--- config.mk ---
export PLATFORM = sky130hd
export DESIGN_NAME = sse_ctrl
export DESIGN_NICKNAME = d
export VERILOG_FILES = /design/src/design/sse_pkg.sv /design/src/design/sse_ctrl.sv
export SDC_FILE = /design/constraint.sdc
export NUM_CORES = 1
export LEC_CHECK = 0
export ABC_CLOCK_PERIOD_IN_PS = 2750
export BUFFER_PORTS_ARGS = -buffer_cell sky130_fd_sc_hd__buf_2
export CAP_MARGIN = 20
export CELL_PAD_IN_SITES_DETAIL_PLACEMENT = 1
export CELL_PAD_IN_SITES_GLOBAL_PLACEMENT = 1
export CORE_MARGIN = 2
export CORE_UTILIZATION = 38
export CTS_CLUSTER_DIAMETER = 40
export DETAILED_ROUTE_END_ITERATION = 6
export PLACE_DENSITY_LB_ADDON = 0.1
export SLEW_MARGIN = 20
export SYNTH_ARGS = -nofsm -noshare
export SYNTH_HDL_FRONTEND = slang
export SYNTH_SLANG_ARGS = --single-unit
--- constraint.sdc ---
create_clock -name clk -period 2.75 [get_ports clk]
set_input_delay 0.1375 -clock clk [delete_from_list [all_inputs] [get_ports clk]]
set_output_delay 0.1375 -clock clk [all_outputs]
set_load 0.05 [all_outputs]
--- src/design/sse_pkg.sv ---
`timescale 1ns / 1ps

package sse_pkg;

  // Default store depth in bytes
  localparam int RES_BYTES_DEF = 65536;

  // Width of offset arithmetic: 32-bit offsets plus header span and carry
  localparam int OFS_W = 34;

  // Resource layout
  localparam int MIN_SIZE     = 6;
  localparam int SYNTH_BYTES  = 6;
  localparam int CMD_BYTES    = 8;
  localparam int HDR_BYTES    = 22;
  localparam int HDR_LEN_OFS  = 4;
  localparam int HDR_ENC_OFS  = 20;
  localparam logic [14:0] CMD_SOUND  = 15'd80;
  localparam logic [14:0] CMD_BUFFER = 15'd81;
  localparam logic [16:0] COUNT_MAX  = 17'h1FFFF;
  localparam logic [7:0]  SAMPLE_BIAS = 8'h80;

  // Report status codes
  localparam logic [1:0] ST_OK       = 2'd0;
  localparam logic [1:0] ST_SHORT    = 2'd1;
  localparam logic [1:0] ST_FORMAT   = 2'd2;
  localparam logic [1:0] ST_NO_SOUND = 2'd3;

  // Fetch start address selects
  typedef logic [2:0] addr_sel_t;
  localparam addr_sel_t A_ZERO  = 3'd0;
  localparam addr_sel_t A_TWO   = 3'd1;
  localparam addr_sel_t A_OFF   = 3'd2;
  localparam addr_sel_t A_HDR4  = 3'd3;
  localparam addr_sel_t A_HDR20 = 3'd4;

  // Controller to datapath commands
  typedef struct packed {
    logic       wr;
    logic       rd_fetch;
    logic       rd_sample;
    logic       addr_load;
    addr_sel_t  addr_sel;
    logic       shift;
    logic       off_syn;
    logic       off_add2;
    logic       off_add8;
    logic       cnt_load;
    logic       cnt_dec;
    logic       hdr_load;
    logic       len_load;
    logic       report;
    logic [1:0] rep_status;
    logic       out_sample;
  } sse_cmd_t;

  // Datapath to controller status
  typedef struct packed {
    logic size_short;
    logic fmt_ok;
    logic syn_neg;
    logic off_fit2;
    logic cnt_zero;
    logic off_fit8;
    logic kind_ok;
    logic hdr_fit;
    logic enc_zero;
    logic len_nz;
  } sse_stat_t;

endpackage

--- src/design/sse_ctrl.sv ---
`timescale 1ns / 1ps

module sse_ctrl import sse_pkg::*; (
  input  logic      clk,
  input  logic      rst,
  input  logic      start,
  input  logic      opcode,
  input  logic      last_byte,
  input  sse_stat_t stat,
  output sse_cmd_t  cmd,
  output logic      busy,
  output logic      done
);

  localparam logic [3:0] S_IDLE  = 4'd0;
  localparam logic [3:0] S_READ  = 4'd1;
  localparam logic [3:0] S_CHK   = 4'd2;
  localparam logic [3:0] S_FMT   = 4'd3;
  localparam logic [3:0] S_SYN   = 4'd4;
  localparam logic [3:0] S_SYN2  = 4'd5;
  localparam logic [3:0] S_NCMD  = 4'd6;
  localparam logic [3:0] S_LOOP  = 4'd7;
  localparam logic [3:0] S_KIND  = 4'd8;
  localparam logic [3:0] S_KIND2 = 4'd9;
  localparam logic [3:0] S_HDR   = 4'd10;
  localparam logic [3:0] S_ENC   = 4'd11;
  localparam logic [3:0] S_FETCH = 4'd12;
  localparam logic [3:0] S_DRAIN = 4'd13;

  localparam logic OP_LOAD = 1'b0;

  logic [3:0] state, state_next;
  logic [3:0] ret, ret_next;
  logic [3:0] fcnt, fcnt_next;
  logic       pend;

  logic       fetch;
  addr_sel_t  f_sel;
  logic [3:0] f_len;
  logic [3:0] f_ret;
  logic       rep;
  logic [1:0] rep_st;

  assign busy = state != S_IDLE;

  // Sequence the parse and reads
  always_comb begin
    cmd        = '0;
    state_next = state;
    ret_next   = ret;
    fcnt_next  = fcnt;
    fetch      = 1'b0;
    f_sel      = A_ZERO;
    f_len      = 4'd0;
    f_ret      = ret;
    rep        = 1'b0;
    rep_st     = ST_OK;
    case (state)
      S_IDLE: begin
        if (start) begin
          if (opcode == OP_LOAD) begin
            cmd.wr = 1'b1;
            if (last_byte) begin
              state_next = S_CHK;
            end
          end else begin
            cmd.rd_sample = 1'b1;
            state_next    = S_READ;
          end
        end
      end
      S_READ: begin
        cmd.out_sample = 1'b1;
        state_next     = S_IDLE;
      end
      S_CHK: begin
        if (stat.size_short) begin
          rep    = 1'b1;
          rep_st = ST_SHORT;
        end else begin
          fetch = 1'b1;
          f_sel = A_ZERO;
          f_len = 4'd2;
          f_ret = S_FMT;
        end
      end
      S_FMT: begin
        if (!stat.fmt_ok) begin
          rep    = 1'b1;
          rep_st = ST_FORMAT;
        end else begin
          fetch = 1'b1;
          f_sel = A_TWO;
          f_len = 4'd2;
          f_ret = S_SYN;
        end
      end
      S_SYN: begin
        if (stat.syn_neg) begin
          rep    = 1'b1;
          rep_st = ST_FORMAT;
        end else begin
          cmd.off_syn = 1'b1;
          state_next  = S_SYN2;
        end
      end
      S_SYN2: begin
        if (!stat.off_fit2) begin
          rep    = 1'b1;
          rep_st = ST_SHORT;
        end else begin
          fetch = 1'b1;
          f_sel = A_OFF;
          f_len = 4'd2;
          f_ret = S_NCMD;
        end
      end
      S_NCMD: begin
        cmd.cnt_load = 1'b1;
        cmd.off_add2 = 1'b1;
        state_next   = S_LOOP;
      end
      S_LOOP: begin
        if (stat.cnt_zero || !stat.off_fit8) begin
          rep    = 1'b1;
          rep_st = ST_NO_SOUND;
        end else begin
          fetch = 1'b1;
          f_sel = A_OFF;
          f_len = 4'd8;
          f_ret = S_KIND;
        end
      end
      S_KIND: begin
        cmd.hdr_load = 1'b1;
        cmd.off_add8 = 1'b1;
        cmd.cnt_dec  = 1'b1;
        state_next   = S_KIND2;
      end
      S_KIND2: begin
        if (stat.kind_ok && stat.hdr_fit) begin
          fetch = 1'b1;
          f_sel = A_HDR4;
          f_len = 4'd8;
          f_ret = S_HDR;
        end else begin
          state_next = S_LOOP;
        end
      end
      S_HDR: begin
        cmd.len_load = 1'b1;
        fetch        = 1'b1;
        f_sel        = A_HDR20;
        f_len        = 4'd1;
        f_ret        = S_ENC;
      end
      S_ENC: begin
        if (stat.enc_zero && stat.len_nz) begin
          rep    = 1'b1;
          rep_st = ST_OK;
        end else begin
          state_next = S_LOOP;
        end
      end
      S_FETCH: begin
        cmd.rd_fetch = 1'b1;
        fcnt_next    = fcnt - 4'd1;
        if (fcnt == 4'd1) begin
          state_next = S_DRAIN;
        end
      end
      S_DRAIN: begin
        state_next = ret;
      end
      default: begin
        state_next = S_IDLE;
      end
    endcase
    // Launch a byte fetch and return afterward
    if (fetch) begin
      cmd.addr_load = 1'b1;
      cmd.addr_sel  = f_sel;
      fcnt_next     = f_len;
      ret_next      = f_ret;
      state_next    = S_FETCH;
    end
    // Emit the parse report
    if (rep) begin
      cmd.report     = 1'b1;
      cmd.rep_status = rep_st;
      state_next     = S_IDLE;
    end
    cmd.shift = pend;
  end

  // Hold state, fetch count and strobe
  always_ff @(posedge clk) begin
    if (rst) begin
      state <= S_IDLE;
      ret   <= S_IDLE;
      fcnt  <= '0;
      pend  <= 1'b0;
      done  <= 1'b0;
    end else begin
      state <= state_next;
      ret   <= ret_next;
      fcnt  <= fcnt_next;
      pend  <= cmd.rd_fetch;
      done  <= cmd.report || cmd.out_sample;
    end
  end

endmodule

==> out/qor.txt, run 1 <==
DRC Markers: 3
Initial DRC count: 25
Total placed cells including tap cells: 204
RSZ-0062 raised after global routing: no
Placed cell area: 0.00128 mm²
Maximum vdd drop: 481 µV
Synth Instances: 151
Die area: 0.00344 mm²
DR WL/cell: 16.1 µm
Least-Margin Pin Slew: 0.534 ns
Synth top cells by count: dfxtp_1 (14), nand2_1 (14), a21oi_1 (13)
Tot Pwr: 1240 µW
Via-to-Cell Ratio: 5.64
Worst-path clk slew: 0.09 ns
Overflow after GRT: 0
Area Overhead vs Synth: 16.1%
CP required: 2.61 ns
Relative slew slack: 64.2%
CTS Buf Count: 3
Initial core utilization: 40.4%
DPL Wire Length: 2.59 mm
MaxCap Viol Count: 0
Die extent in x: 58.6 µm
# rows: 19
Antenna violations before repair: 0
Syn nets: 168
Final Routed Wirelength: 3.35 mm
Cell area after synthesis: 0.00113 mm²
Outcome: complete, but fails checks
Top-Level Pins: 36
Total number of vias: 1173
Post-layout nets: 195
Startpoint Class: register
Layout Cells excl Fill: 208
Worst skew pair latency: 0.29 ns
CTS resizes: 0
Post-synthesis async set-or-reset flop share: 0%
Fin Hold WS: 0.177 ns
Critical path endpoint category: primary output
CP arrival: 2.38 ns
Die H: 58.6 µm
Terminus of the critical flop-to-flop path: ret[1]
Crit path max fanout: 14
Critical R2R Launch: state[2]
Antenna Cells: 0
Clock skew: 0.00106 ns
Drt pass-1 iters: 7
Yosys top cell by area: dfxtp_1
Register area share after synthesis: 24.7%
WHS Endpoint: fcnt[0]
P_leak: 0.000622 µW
Yosys warning total: 0
CP Class: reg2out
Post-synth EDFFs: 0
Setup bufs post-CTS: 0
H-tree depth: 1
Minimum clock period: 2.51 ns
PD cells: 941 mW/mm²
Top cells by area, synth: dfxtp_1 (25%), a21oi_1 (5.7%), nand2_1 (4.6%), buf_4 (4.0%), nor2_1 (3.6%)
Final Hold Fails: 0
CTS Sinks: 14
CTS tree: built
GRT Resource Usage Total: 20.7%
Vias in the first global route: 1159
Final slew viol count: 0
Final worst path period share: 91.4%
# hold bufs at CTS: 0
Design area: 0.00132 mm²
Number of library cell types mapped by synthesis: 41
Max frequency: 398 MHz
Worst Reg-to-Reg Cells: 6
Classification of the worst-slack hold path: in2reg
Root Buffer: clkbuf_4
Core area: 0.00281 mm²
First-pass GRT wire length: 5.43 mm
Main synth FF type: dfxtp_1
Hold Path Origin: rst
Failing checks: design-rule violations
Port Buffer Count: 35
Final setup fails: 0
Routability Congestion: 0.885
DRT antenna net count: 0
Hold path depth: 2
Share of layout cells above drive strength 1: 28.2%
Yosys reg bits: 14
Setup TNS: 0 ns
Top cell type's share of synthesized area: 24.7%
Mapped Avg Cell Area: 7.51 µm²
Max clock buf depth: 2
Largest net degree at the start of global routing: 25
R2R setup slack: 0.54 ns
## worst max-delay path: stages (launching register included)
cell and delay [ns]:
dfxtp_1 0.65, buf_4 0.24, nand2b_1 0.12, o32a_1 0.25
nor4b_4 0.43, inv_2 0.15, buf_2 0.25
## sequential cells by signal, summed over array words and instances, names as in the netlist
signal / count
done: 1
pend: 1
state: 4
fcnt: 4
ret: 4
## cell families after synthesis
| logic type | synth area share, % |
|---|---|
| compound gates | 17.9 |
| flops | 24.7 |
| simple gates | 40.3 |
| fa+ha+maj | 2.21 |
| xor+xnor | 3.86 |
| buf+inv | 11.0 |
## worst max-delay path by stage
| stage | from | endpoint | slack (ns) | cells past startpoint |
|---|---|---|---|---|
| after floorplan | state[0] | cmd[10] | 0.30 | 4 |
| after global placement | state[3] | cmd[15] | 0.51 | 5 |
| after detailed placement | state[3] | ret[1] | 0.44 | 5 |
| after CTS | state[3] | cmd[15] | 0.13 | 5 |
| after global routing | state[2] | cmd[15] | 0.05 | 6 |
| final | state[2] | cmd[15] | 0.24 | 6 |
## placed cells by master (no fill, tap or decap), drive strengths merged, types with 3 or more instances in the layout
master and n:
xnor2 3, nor3 6, o21ai 6, nand2b 6
nand4b 4, a32oi 3, buf 38, nor2 11
or2 3, nor4 5, nand2 14, clkbuf 4
nor2b 4, or4bb 3, dfxtp 14, inv 9
a21oi 14, and3 5
## cell type report
class,count,area (µm²)
Multi-Input combinational cell,112,728
Inverter,9,33.8
Sequential cell,14,282
Clock buffer,4,36.3
Timing Repair Buffer,38,198
Tap cell,31,38.8
Fill cell,386,1490
## metrics by stage
step	util [%]	worst slack, ns
4_1_cts	46.9	0.128
2_1_floorplan	-	0.301
3_3_place_gp	45.6	0.512
5_1_grt	46.9	0.0459
3_5_place_dp	45.6	0.442
6_report	46.9	0.236
## per-layer routing
metal,vias to the layer above,track usage [%],routed length (µm)
li1,586,-,-
met1,554,27.9,1620
met2,33,34.8,1560
met3,0,4.62,176
met4,0,2.92,0
met5,-,0,0
## power by group
part / switching, µW / total, µW / internal (µW) / leakage [µW]
Combinational: 498 / 739 / 240 / 0.000487
Clock: 75.5 / 156 / 80.6 / 0.0000210
Sequential: 97.5 / 344 / 247 / 0.000114
Total: 671 / 1240 / 567 / 0.000622
Power figures use the tool's default switching activity.
==> inputs of run 2 (changes only) <==
- CORE_UTILIZATION: 38 -> 40
- CTS_BUF_LIST: default -> sky130_fd_sc_hd__clkbuf_4 sky130_fd_sc_hd__clkbuf_8
==> out/qor.txt, run 2 (synthesis results as in run 1) <==
Outcome: completed
CP max stage cell: dfxtp_1
Antenna Cells: 0
CTS tree: built
# fillers: 376
Max frequency: 388 MHz
Relative slew slack: 51.0%
DPL Wire Length: 2.61 mm
Setup bufs post-CTS: 0
MaxCap Viol Count: 0
Setup TNS: 0 ns
Overflow after GRT: 0
Final Hold Fails: 0
Final worst path period share: 93.7%
Pre-CTS setup slack: 0.558 ns
Multi-input combinational cell area: 728 µm²
CTS resizes: 0
Die area: 0.00328 mm²
RSZ-0062 raised after global routing: no
Startpoint Class: register
H-tree depth: 1
Initial core utilization: 41.5%
Final setup fails: 0
Critical path endpoint category: primary output
Minimum clock period: 2.58 ns
Top-Level Pins: 36
Port Buffer Count: 35
Via-to-Cell Ratio: 5.75
Initial DRC count: 26
Root Buffer: clkbuf_4
# hold bufs at CTS: 0
Buf/Inv on CP: 2
Crit path cell chain: nor2b_1 > and3_1 > nor4b_4 > inv_2 > buf_2
Drt pass-1 iters: 4
GRT Resource Usage Total: 23.0%
Final Routed Wirelength: 3.47 mm
Max clock buf depth: 2
Most frequent cells in the layout: buf_2 (35), nand2_1 (14), dfxtp_1 (14)
Least-Margin Pin Slew: 0.734 ns
CP Class: reg2out
Vias in the first global route: 1212
Storage cell area: 280 µm²
# rows: 19
R2R setup slack: 0.48 ns
Setup ws final: 0.172 ns
Maximum vdd drop: 641 µV
Classification of the worst-slack hold path: in2reg
CP arrival: 2.44 ns
Worst-path clk slew: 0.08 ns
First-pass GRT wire length: 5.80 mm
Die H: 57.2 µm
CTS Buf Count: 3
Final slew viol count: 0
Clock skew: 0.00235 ns
Post-layout nets: 195
Crit path max fanout: 21
PD cells: 931 mW/mm²
Worst skew pair latency: 0.29 ns
DRT antenna net count: 0
DRC Markers: 0
Max incr delay on CP: 0.80 ns
CTS Sinks: 14
Routability Congestion: 0.944
CP required: 2.61 ns
Core area: 0.00273 mm²
Share of layout cells above drive strength 1: 27.3%
Die extent in x: 57.2 µm
DR WL/cell: 16.8 µm
Util after Layout: 47.6%
P_leak: 0.000615 µW
Area Overhead vs Synth: 14.8%
Most common cell after layout, fill and taps aside: buf_2
CP delay by family, top: simple AND/OR/NAND/NOR gates
Total number of vias: 1190
Largest net degree at the start of global routing: 22
Regs by FF count: fcnt x4, ret x4, state x4
Antenna violations before repair: 0
## run 2: cell count changes in the layout (fill, tap and decap cells not counted), sizes merged
cell    delta
clkbuf     -1
## run 2: area by class of cell
| class | instances | share of cell area [%] |
|---|---|---|
| clock buffer | 3 | 1.73 |
| multi-input combinational | 112 | 56.0 |
| timing repair buffer | 38 | 15.2 |
| tap | 31 | 2.98 |
| inverter | 9 | 2.60 |
| sequential | 14 | 21.5 |
## run 2: report_power, final
group	leakage [µW]	switching, µW	internal [µW]	total [µW]
logic	0.000487	500	240	740
registers	0.000114	107	245	353
clock network	0.0000138	68.0	51.0	119
## run 2: path summary, 6_finish.rpt
check,from,endpoint,cells after the start
setup / recovery,state[2],cmd[15],5
hold / removal,rst,pend,2
setup reg to reg,state[2],ret[0],5
hold reg to reg,ret[0],ret[0],2
## run 2: stage by stage
step	total power (µW)	hold slack [ns]	area [µm²]	std cells
6_report	1210	0.170	1300	207
5_1_grt	1300	0.183	1300	207
4_1_cts	1210	0.160	1300	207
3_5_place_dp	1090	0.468	1280	204
3_3_place_gp	1080	0.458	1280	204
2_1_floorplan	937	0.325	1130	151
## run 2: routing by layer
metal / wire length (µm) / track usage [%] / share of wire, %
met1: 1720 / 32.0 / 49
met2: 1540 / 33.7 / 44
met3: 147 / 5.44 / 4.2
met4: 68 / 10.3 / 2.0
met5: 0 / 0 / 0
==> inputs of run 3 (changes only) <==
- RECOVER_POWER: default -> 100
==> out/qor.txt, run 3 (synthesis results as in run 1) <==
DRT antenna net count: 0
Initial core utilization: 41.5%
Worst skew pair latency: 0.29 ns
Largest net degree at the start of global routing: 22
Final Routed Wirelength: 3.47 mm
Regs by FF count: fcnt x4, ret x4, state x4
Antenna Cells: 0
First-pass GRT wire length: 5.80 mm
CP required: 2.61 ns
Core area: 0.00273 mm²
Total number of vias: 1192
P_leak: 0.000540 µW
Root Buffer: clkbuf_4
Fin Hold WS: 0.170 ns
RSZ-0062 raised after global routing: no
Final worst path period share: 92.8%
Worst Reg-to-Reg Cells: 5
CP Class: reg2out
Maximum vdd drop: 603 µV
Final Hold Fails: 0
Most frequent cells in the layout: clkbuf_1 (17), buf_2 (16), nand2_1 (14), dfxtp_1 (14), a21oi_1 (13)
Top-Level Pins: 36
DRC Markers: 0
Startpoint Class: register
MaxCap Viol Count: 0
CTS Buf Count: 3
Final setup fails: 0
Relative slew slack: 53.0%
Die area: 0.00328 mm²
Hold path depth: 2
H-tree depth: 1
Area Overhead vs Synth: 12.7%
Tot Pwr: 1200 µW
Via-to-Cell Ratio: 5.76
Die H: 57.2 µm
Max frequency: 392 MHz
Initial DRC count: 28
Most common cell after layout, fill and taps aside: clkbuf_1
Antenna violations before repair: 0
Routability Congestion: 0.944
Least-Margin Pin Slew: 0.704 ns
Terminus of the critical flop-to-flop path: ret[0]
Vias in the first global route: 1212
Design area: 0.00128 mm²
Share of layout cells above drive strength 1: 17.6%
Critical R2R Launch: state[2]
R2R setup slack: 0.51 ns
Util after Layout: 46.7%
Hold Path Origin: rst
Clock skew: 0.00236 ns
PD cells: 938 mW/mm²
Crit path max fanout: 21
Final slew viol count: 0
Minimum clock period: 2.55 ns
Outcome: completed
Max clock buf depth: 2
# hold bufs at CTS: 0
DPL Wire Length: 2.61 mm
GRT Resource Usage Total: 23.0%
DR WL/cell: 16.7 µm
Setup bufs post-CTS: 0
Critical path endpoint category: primary output
Die extent in x: 57.2 µm
WHS Endpoint: pend
CTS tree: built
Drt pass-1 iters: 4
Setup TNS: 0 ns
Post-layout nets: 195
Classification of the worst-slack hold path: in2reg
Worst-path clk slew: 0.08 ns
# rows: 19
CTS resizes: 0
Overflow after GRT: 0
Port Buffer Count: 35
CP arrival: 2.41 ns
Placed cell area: 0.00128 mm²
CTS Sinks: 14
## run 3: worst max path at each step
stage	from	endpoint	slack, ns	cells after the start
floorplan	state[0]	cmd[10]	0.30	4
global placement	state[0]	cmd[15]	0.64	5
detailed placement	state[2]	cmd[15]	0.56	5
CTS	state[2]	cmd[15]	0.23	5
global route	state[2]	cmd[15]	0.01	5
finish	state[2]	cmd[15]	0.20	5
## run 3: metal layers
metal / GRT usage [%] / wire length, µm / vias up
li1: - / - / 589
met1: 32.0 / 1700 / 563
met2: 33.7 / 1540 / 33
met3: 5.44 / 157 / 7
met4: 10.3 / 68 / 0
met5: 0 / 0 / -
## run 3: critical path: stages (launching register included)
cell     delay [ns]
dfxtp_1        0.78
nor2b_1        0.18
and3_1         0.30
nor4b_4        0.46
inv_2          0.15
buf_2          0.24
## run 3: final cells by class
cell class              instances  area, µm²
fillers                       384       1460
multi-input cells             112        728
flip-flops and latches         14        280
repair buffers                 38        174
well taps                      31       38.8
inverters                       9       33.8
clock buffers                   3       22.5
## run 3: power by group
group	switching, µW	total [µW]	internal, µW
Combinational	501	728	227
Sequential	105	351	246
Clock	68.1	119	51.0
## run 3: through the flow
stage          setup slack (ns)  instances
2_1_floorplan             0.301        151
5_1_grt                  0.0108        207
3_5_place_dp              0.558        204
3_3_place_gp              0.639        204
6_report                  0.199        207
4_1_cts                   0.234        207
